## src/design/ias_pkg.sv

```systemverilog
// ----------------------------------------------------------------------------
// ias_pkg
// shared constants and types of the instruction executor
// ----------------------------------------------------------------------------
package ias_pkg;
   localparam int MEM_WORDS = 1024;
   localparam int MEM_AW    = $clog2(MEM_WORDS);
   localparam int PC_W      = 11;

   localparam logic [1:0] OP_WRITE = 2'd0;
   localparam logic [1:0] OP_READ  = 2'd1;
   localparam logic [1:0] OP_START = 2'd2;
   localparam logic [1:0] OP_STEP  = 2'd3;

   localparam logic [2:0] ST_OK      = 3'd0;
   localparam logic [2:0] ST_HALTED  = 3'd1;
   localparam logic [2:0] ST_END     = 3'd2;
   localparam logic [2:0] ST_DIVZERO = 3'd3;
   localparam logic [2:0] ST_BADADDR = 3'd4;
   localparam logic [2:0] ST_STOPPED = 3'd5;

   localparam logic [7:0] OPC_HALT  = 8'h00;
   localparam logic [7:0] OPC_LOAD  = 8'h01;
   localparam logic [7:0] OPC_LNEG  = 8'h02;
   localparam logic [7:0] OPC_LABS  = 8'h03;
   localparam logic [7:0] OPC_LNABS = 8'h04;
   localparam logic [7:0] OPC_ADD   = 8'h05;
   localparam logic [7:0] OPC_SUB   = 8'h06;
   localparam logic [7:0] OPC_ADDA  = 8'h07;
   localparam logic [7:0] OPC_SUBA  = 8'h08;
   localparam logic [7:0] OPC_LDMQ  = 8'h09;
   localparam logic [7:0] OPC_MQAC  = 8'h0A;
   localparam logic [7:0] OPC_MUL   = 8'h0B;
   localparam logic [7:0] OPC_DIV   = 8'h0C;
   localparam logic [7:0] OPC_JL    = 8'h0D;
   localparam logic [7:0] OPC_JR    = 8'h0E;
   localparam logic [7:0] OPC_JPL   = 8'h0F;
   localparam logic [7:0] OPC_JPR   = 8'h10;
   localparam logic [7:0] OPC_STOR  = 8'h11;
   localparam logic [7:0] OPC_STL   = 8'h12;
   localparam logic [7:0] OPC_STR   = 8'h13;
   localparam logic [7:0] OPC_LSH   = 8'h14;
   localparam logic [7:0] OPC_RSH   = 8'h15;

   typedef struct packed {
      logic          we;
      logic [MEM_AW-1:0] addr;
      logic [39:0]   wdata;
   } mem_req_type;

   function automatic logic [39:0] abs40(input logic [39:0] x);
      return x[39] ? 40'(-x) : x;
   endfunction
endpackage

```

## src/design/ias_muldiv.sv

```systemverilog
// ----------------------------------------------------------------------------
// ias_muldiv
// iterative unsigned multiply (shift add) and restoring divide, one bit a cycle
// ----------------------------------------------------------------------------
module ias_muldiv (
   input  logic        clock,
   input  logic        reset,
   input  logic        go,
   input  logic        is_div,
   input  logic [39:0] a,
   input  logic [39:0] b,
   output logic        done,
   output logic [39:0] hi,
   output logic [39:0] lo
);
   import ias_pkg::*;
   logic        busy_ff, busy_in;
   logic [5:0]  cnt_ff, cnt_in;
   logic        div_ff, div_in;
   logic [40:0] hi_ff, hi_in;
   logic [39:0] lo_ff, lo_in;
   logic [39:0] b_ff, b_in;
   logic [40:0] sum;
   logic [40:0] rem_sh;
   logic [40:0] diff;

   always_comb begin
      busy_in = busy_ff;
      cnt_in  = cnt_ff;
      div_in  = div_ff;
      hi_in   = hi_ff;
      lo_in   = lo_ff;
      b_in    = b_ff;
      sum     = hi_ff + (lo_ff[0] ? {1'b0, b_ff} : 41'd0);
      rem_sh  = {hi_ff[39:0], lo_ff[39]};
      diff    = rem_sh - {1'b0, b_ff};
      if (go) begin
         busy_in = 1'b1;
         cnt_in  = 6'd40;
         div_in  = is_div;
         hi_in   = '0;
         lo_in   = a;
         b_in    = b;
      end else if (busy_ff) begin
         if (div_ff) begin
            if (!diff[40]) begin
               hi_in = diff;
               lo_in = {lo_ff[38:0], 1'b1};
            end else begin
               hi_in = rem_sh;
               lo_in = {lo_ff[38:0], 1'b0};
            end
         end else begin
            hi_in = {1'b0, sum[40:1]};
            lo_in = {sum[0], lo_ff[39:1]};
         end
         cnt_in = cnt_ff - 6'd1;
         if (cnt_ff == 6'd1) begin
            busy_in = 1'b0;
         end
      end
   end

   always_ff @(posedge clock) begin
      if (reset) begin
         busy_ff <= 1'b0;
         cnt_ff  <= '0;
      end else begin
         busy_ff <= busy_in;
         cnt_ff  <= cnt_in;
      end
      div_ff <= div_in;
      hi_ff  <= hi_in;
      lo_ff  <= lo_in;
      b_ff   <= b_in;
   end

   logic fin_ff;
   always_ff @(posedge clock) begin
      if (reset) begin
         fin_ff <= 1'b0;
      end else begin
         fin_ff <= busy_ff && cnt_ff == 6'd1;
      end
   end

   assign hi = hi_ff[39:0];
   assign lo = lo_ff;
   always_comb begin
      done = fin_ff;
   end
endmodule
```

## config.mk

```make
export PLATFORM = sky130hd
export DESIGN_NAME = ias_muldiv
export DESIGN_NICKNAME = d
export VERILOG_FILES = /design/src/design/ias_pkg.sv /design/src/design/ias_muldiv.sv
export SDC_FILE = /design/constraint.sdc
export NUM_CORES = 1
export LEC_CHECK = 0
export ABC_AREA = 1
export BUFFER_PORTS_ARGS = -buffer_cell sky130_fd_sc_hd__buf_2
export CAP_MARGIN = 20
export CORE_AREA = 4 4 170 156
export CTS_CLUSTER_DIAMETER = 200
export DETAILED_ROUTE_END_ITERATION = 7
export DIE_AREA = 0 0 174 160
export PLACE_DENSITY = 0.79
export SKIP_LAST_GASP = 1
export SYNTH_ARGS = -nofsm -noshare
export SYNTH_HDL_FRONTEND = slang
export SYNTH_SLANG_ARGS = --single-unit
```

## constraint.sdc

```tcl
create_clock -name clock -period 5.5 [get_ports clock]
set_clock_uncertainty 0.15 [all_clocks]
set_input_delay 1.1 -clock clock [delete_from_list [all_inputs] [get_ports clock]]
set_output_delay 1.1 -clock clock [all_outputs]
set_load 0.05 [all_outputs]
```

## Yosys cells after proc, flatten, opt, wreduce, memory -nomap -nowiden

Cells that the tools add are included.
W data, S select, Z words.

- Bits in registers: 130
- Logic and storage cells: 27
- Input bits: 84

- Equality and inequality tests: 1
- Reductions and logical operators: 3
- Multiplexer cells: 12
- $add $sub $neg: 3

Operator list:

| operator | number |
|---|---|
| $mux W40 | 4 |
| $mux W41 | 2 |
| $add A41 B40 Y41 | 1 |
| $sub A41 B40 Y41 | 1 |
| $mux W6 | 2 |
| $eq A6 B1 Y1 const B | 1 |
| $sub A6 B1 Y6 const B | 1 |
| $mux W1 | 4 |
| $reduce_bool A2 Y1 | 1 |
| $reduce_or A2 Y1 | 1 |
| $logic_and A1 B1 Y1 | 1 |

## Longest topological paths before layout

- Depth after elaboration: 5
- Depth in mapped cells: 22

## Worst setup path before layout

Ideal clock, no wire load.

- Path type: register to register
- Start: reg lo_ff[39] (netlist: lo[39])
- End: reg hi_ff[22]
- Slack: 2.168 ns
- Cell stages (with the launch flop): 21
- Arrival: 3.073 ns
- Required time: 5.241 ns
- Period minus slack after synthesis: 3.332 ns
- Path buffers: 1
- Cell sequence: edfxtp_1 -> inv_1 -> ha_1 -> fa_1 -> inv_1 -> nand3_1 -> nand3_1 -> nand3b_1 -> nand3_2 -> nand2_2 -> nand2_2 -> nand4_1 -> nand3_1 -> ha_1 -> inv_1 -> clkbuf_1 -> a21oi_1 -> o21ai_0 -> nand3_1 -> nand2_1 -> inv_1

- Cells in the longest elaborated chain, start to end: 3

RTL lines:

| item | RTL line | text |
|---|---|---|
| start: declaration | ias_muldiv.sv:21 | `logic [39:0] lo_ff, lo_in;` |
| start signal: assignment | ias_muldiv.sv:74 | `lo_ff <= lo_in;` |
| $sub A41 B40 Y41 | ias_muldiv.sv:36 | `diff = rem_sh - {1'b0, b_ff};` |
| $mux W41 | ias_muldiv.sv:46 | `if (!diff[40]) begin` |
| $mux W41 | ias_muldiv.sv:45 | `if (div_ff) begin` |
| end signal: assignment | ias_muldiv.sv:73 | `hi_ff <= hi_in;` |
| end: declaration | ias_muldiv.sv:20 | `logic [40:0] hi_ff, hi_in;` |

Every way passes these cells.
A chain may end at the register's enable or synchronous reset.

## Worst setup path in the final report

- Start: reg lo_ff[39] (netlist: lo[39])
- End: reg hi_ff[31]

The elaborated chain is that of the path after synthesis.

==> impl_metrics.yaml <==
routing:
  met2_wirelength_um: 17200
  wl_met3_um: 4530
  wl_per_cell_um: 16.2
  ant_nets: 0
  avgViaCountPerCell: 5.51
  wirelength_um: 39800
  met1_length_um: 17100
  highest_layer: "met4"
  first_iter_violations: 1491
  dr.pass1.iters: 6
  drc_errors: 0
  vias: 13500
hold_path:
  min_path_type: "register to register"
  hold_path_startpoint: "hi_ff[40]"
  min_to: "hi_ff[40]"
  min_delay_path_depth: 2
synth:
  avgSynthCellArea_um2: 6.18
  synth.area.top_cells: "edfxtp_1 19%, nand2_1 18%, inv_1 11%, a21oi_1 8.9%, ha_1 8.4%"
  ys_warn_count: 0
  synth_nets: 2192
  netlist.top_cell.by_area: "edfxtp_1"
  seq_area_frac_synth_pct: 27.3
  synth_top_area_share_pct: 19.5
  synth_cell_types: 42
  ys_ff_latch: 130
  synthCells: 2022
  syn_area_um2: 12500
critical_path:
  setup.worst_path.start: "lo[39]"
  worst_setup_path_end_kind: "register"
  cp.arrival_ns: 3.80
  startpoint_type: "register"
  cpPeakStageDelay_ns: 0.43
  reg2reg_from: "lo[39]"
  cp_max_fo: 38
  path_class: "register to register"
  crit_slowest_cell: "buf_4"
  worst-r2r-setup-slack_ns: 1.88
  critPathBufInv: 4
  r2r_end: "hi_ff[31]"
  reg2reg_depth: 19
  required_ns: 5.69
  path_cells: "inv_1 > ha_1 > fa_1 > inv_1 > nand3_1 > nand3_1 > nand3b_1 > nand3_2 > nand2_2 > nand2_2 > nand4_1 > nand3_1 > ha_1 > buf_4 > nand3_1 > nand2_1 > nand3_1 > nand2_1 > inv_1"
  crit_path_frequent_cell: "nand3_1"
  cpLargestDelayFamily: "simple AND/OR/NAND/NOR gates"
timing:
  fmax_mhz: 277
  fin_crit_sh_pct: 65.7
  worstMarginPinSlew_ns: 1.08
  hold_violations: 0
  rsz0062_at_grt: "false"
  layout_min_cycle_time_ns: 3.62
  relSlewSlack_pct: 27.7
  fin_setup_tns_ns: 0
  slew_viol_final: 0
  fin_ws_ns: 1.88
  setup_violations: 0
clocking:
  cts_num_sinks: 130
  post-cts-setup-buffers: 0
  cts_resized: 0
  clockBufferDepth: 2
  hold_buffers: 0
  clockRootBuffer: "clkbuf_16"
  insertion_delay_ns: 0.43
  h-tree-depth: 4
  cts_buffers: 17
  path_clk_slew_ns: 0.07
  cts_tree: "yes"
die:
  die-width_um: 174
  initial_core_util_pct: 50.4
  fp-row-count: 55
  io_pins: 165
  core_area_um2: 24800
  die_area_um2: 27800
  die_y_um: 160
placement:
  post-place-ws_ns: 1.51
  place_inst: 2417
  post-dp-hpwl_um: 30700
  portBuffers: 164
  gp_congestion: 1.01
layout:
  nNetsFinal: 2294
  antenna_cells: 0
  layout.cells.most_common_list: "594 x nand2_1, 350 x inv_1, 221 x a21oi_1"
  finish.cell_count_without_fillers: 2450
  final_common_cell: "nand2_1"
  areaGrowthSynthToFinish_pct: 11.7
  drive_gt1_share_pct: 12.8
grt:
  gr-usage-all-layers_pct: 27.5
  grt_first_pass_wirelength_um: 62800
  antenna_found_initial: 0
  grt_pass1_vias: 12500
  grt_remaining_overflow: 0
  grt_max_degree: 73
power_and_ir_drop:
  cellPowerDensity_nw_per_um2: 286
  ir_drop_v: 0.000203
  leakagePower_nw: 7.68
run_status:
  status: "finished, final reports clean"
flow_run:
  cap_violations: 0
final cells by class:
| class | instances | area (um^2) |
|---|---|---|
| fill | 2444 | 10800 |
| tap | 313 | 392 |
| timing repair buffer | 176 | 986 |
| inverter | 356 | 1340 |
| clock inverter | 14 | 143 |
| clock buffer | 18 | 450 |
| sequential | 130 | 3410 |
| multi-input combinational | 1443 | 7230 |
per-stage QoR:
step           instance area (um^2)  hold WS, ns  util [%]  power, W
2_1_floorplan                 12500        0.316         -   0.00239
3_3_place_gp                  13300        0.330      53.5   0.00274
3_5_place_dp                  13300        0.344      53.8   0.00277
4_1_cts                       13900        0.354      56.2   0.00396
5_1_grt                       14000        0.403      56.3   0.00420
6_report                      14000        0.349      56.3   0.00399
worst max path at each step:
stage                 to  cells after the start  slack [ns]
2_1_floorplan  hi_ff[22]                     20        2.17
3_3_place_gp   hi_ff[18]                     19        1.62
3_5_place_dp   hi_ff[10]                     17        1.51
4_1_cts        hi_ff[14]                     19        1.50
5_1_grt        hi_ff[31]                     19        1.62
6_report       hi_ff[31]                     19        1.88
flip-flops by register name, indices dropped and copies added (netlist names):
signal and count:
b_ff 40, busy_ff 1, cnt_ff 6, div_ff 1, done 1, hi_ff 41, lo 40
tightest hold or removal path, stage by stage (launching register included):
cell     delay, ns
dfxtp_1       0.31
inv_1         0.06
o21ai_0       0.07
synthesized netlist by cell type, drive strengths merged:
| cell | number |
|---|---|
| nand2 | 614 |
| inv | 353 |
| a21oi | 222 |
| nor2 | 212 |
| nand3 | 143 |
| ha | 84 |
| edfxtp | 81 |
| o21ai | 75 |
| buf | 50 |
| dfxtp | 49 |
| clkbuf | 43 |
| xor2 | 16 |
| nor3 | 12 |
| a31oi | 10 |
| nand3b | 8 |
| nand4 | 7 |
| or2 | 7 |
| a21o | 6 |
| o211ai | 5 |
| xnor2 | 5 |
| o21bai | 4 |
| clkinv | 3 |
| a211oi | 2 |
| and2 | 2 |
| fa | 2 |
| nor4 | 2 |
| a221oi | 1 |
| a22o | 1 |
| nor3b | 1 |
| o21a | 1 |
| o22ai | 1 |
kinds of logic (layout without fill, tap and decap cells):
logic type / count (synthesis) / count (layout) / synth area share [%]
xor+xnor: 21 / 21 / 1.47
buf+inv: 449 / 564 / 14.8
fa+ha+maj: 86 / 86 / 8.73
simple gates: 1008 / 1008 / 34.0
compound gates: 328 / 328 / 13.7
flops: 130 / 130 / 27.3
metal layers:
metal | vias up | global-route usage, %
met5 | - | 0
met4 | 0 | 8.20
met3 | 63 | 7.60
met2 | 718 | 42.8
met1 | 6133 | 37.6
li1 | 6580 | -
report_power, final:
part | internal, W | switching [W] | total, W
clock | 0.000665 | 0.000523 | 0.00119
combinational | 0.000467 | 0.00109 | 0.00155
sequential | 0.00114 | 0.000108 | 0.00125
No activity file was read; power rests on OpenSTA's default activity.
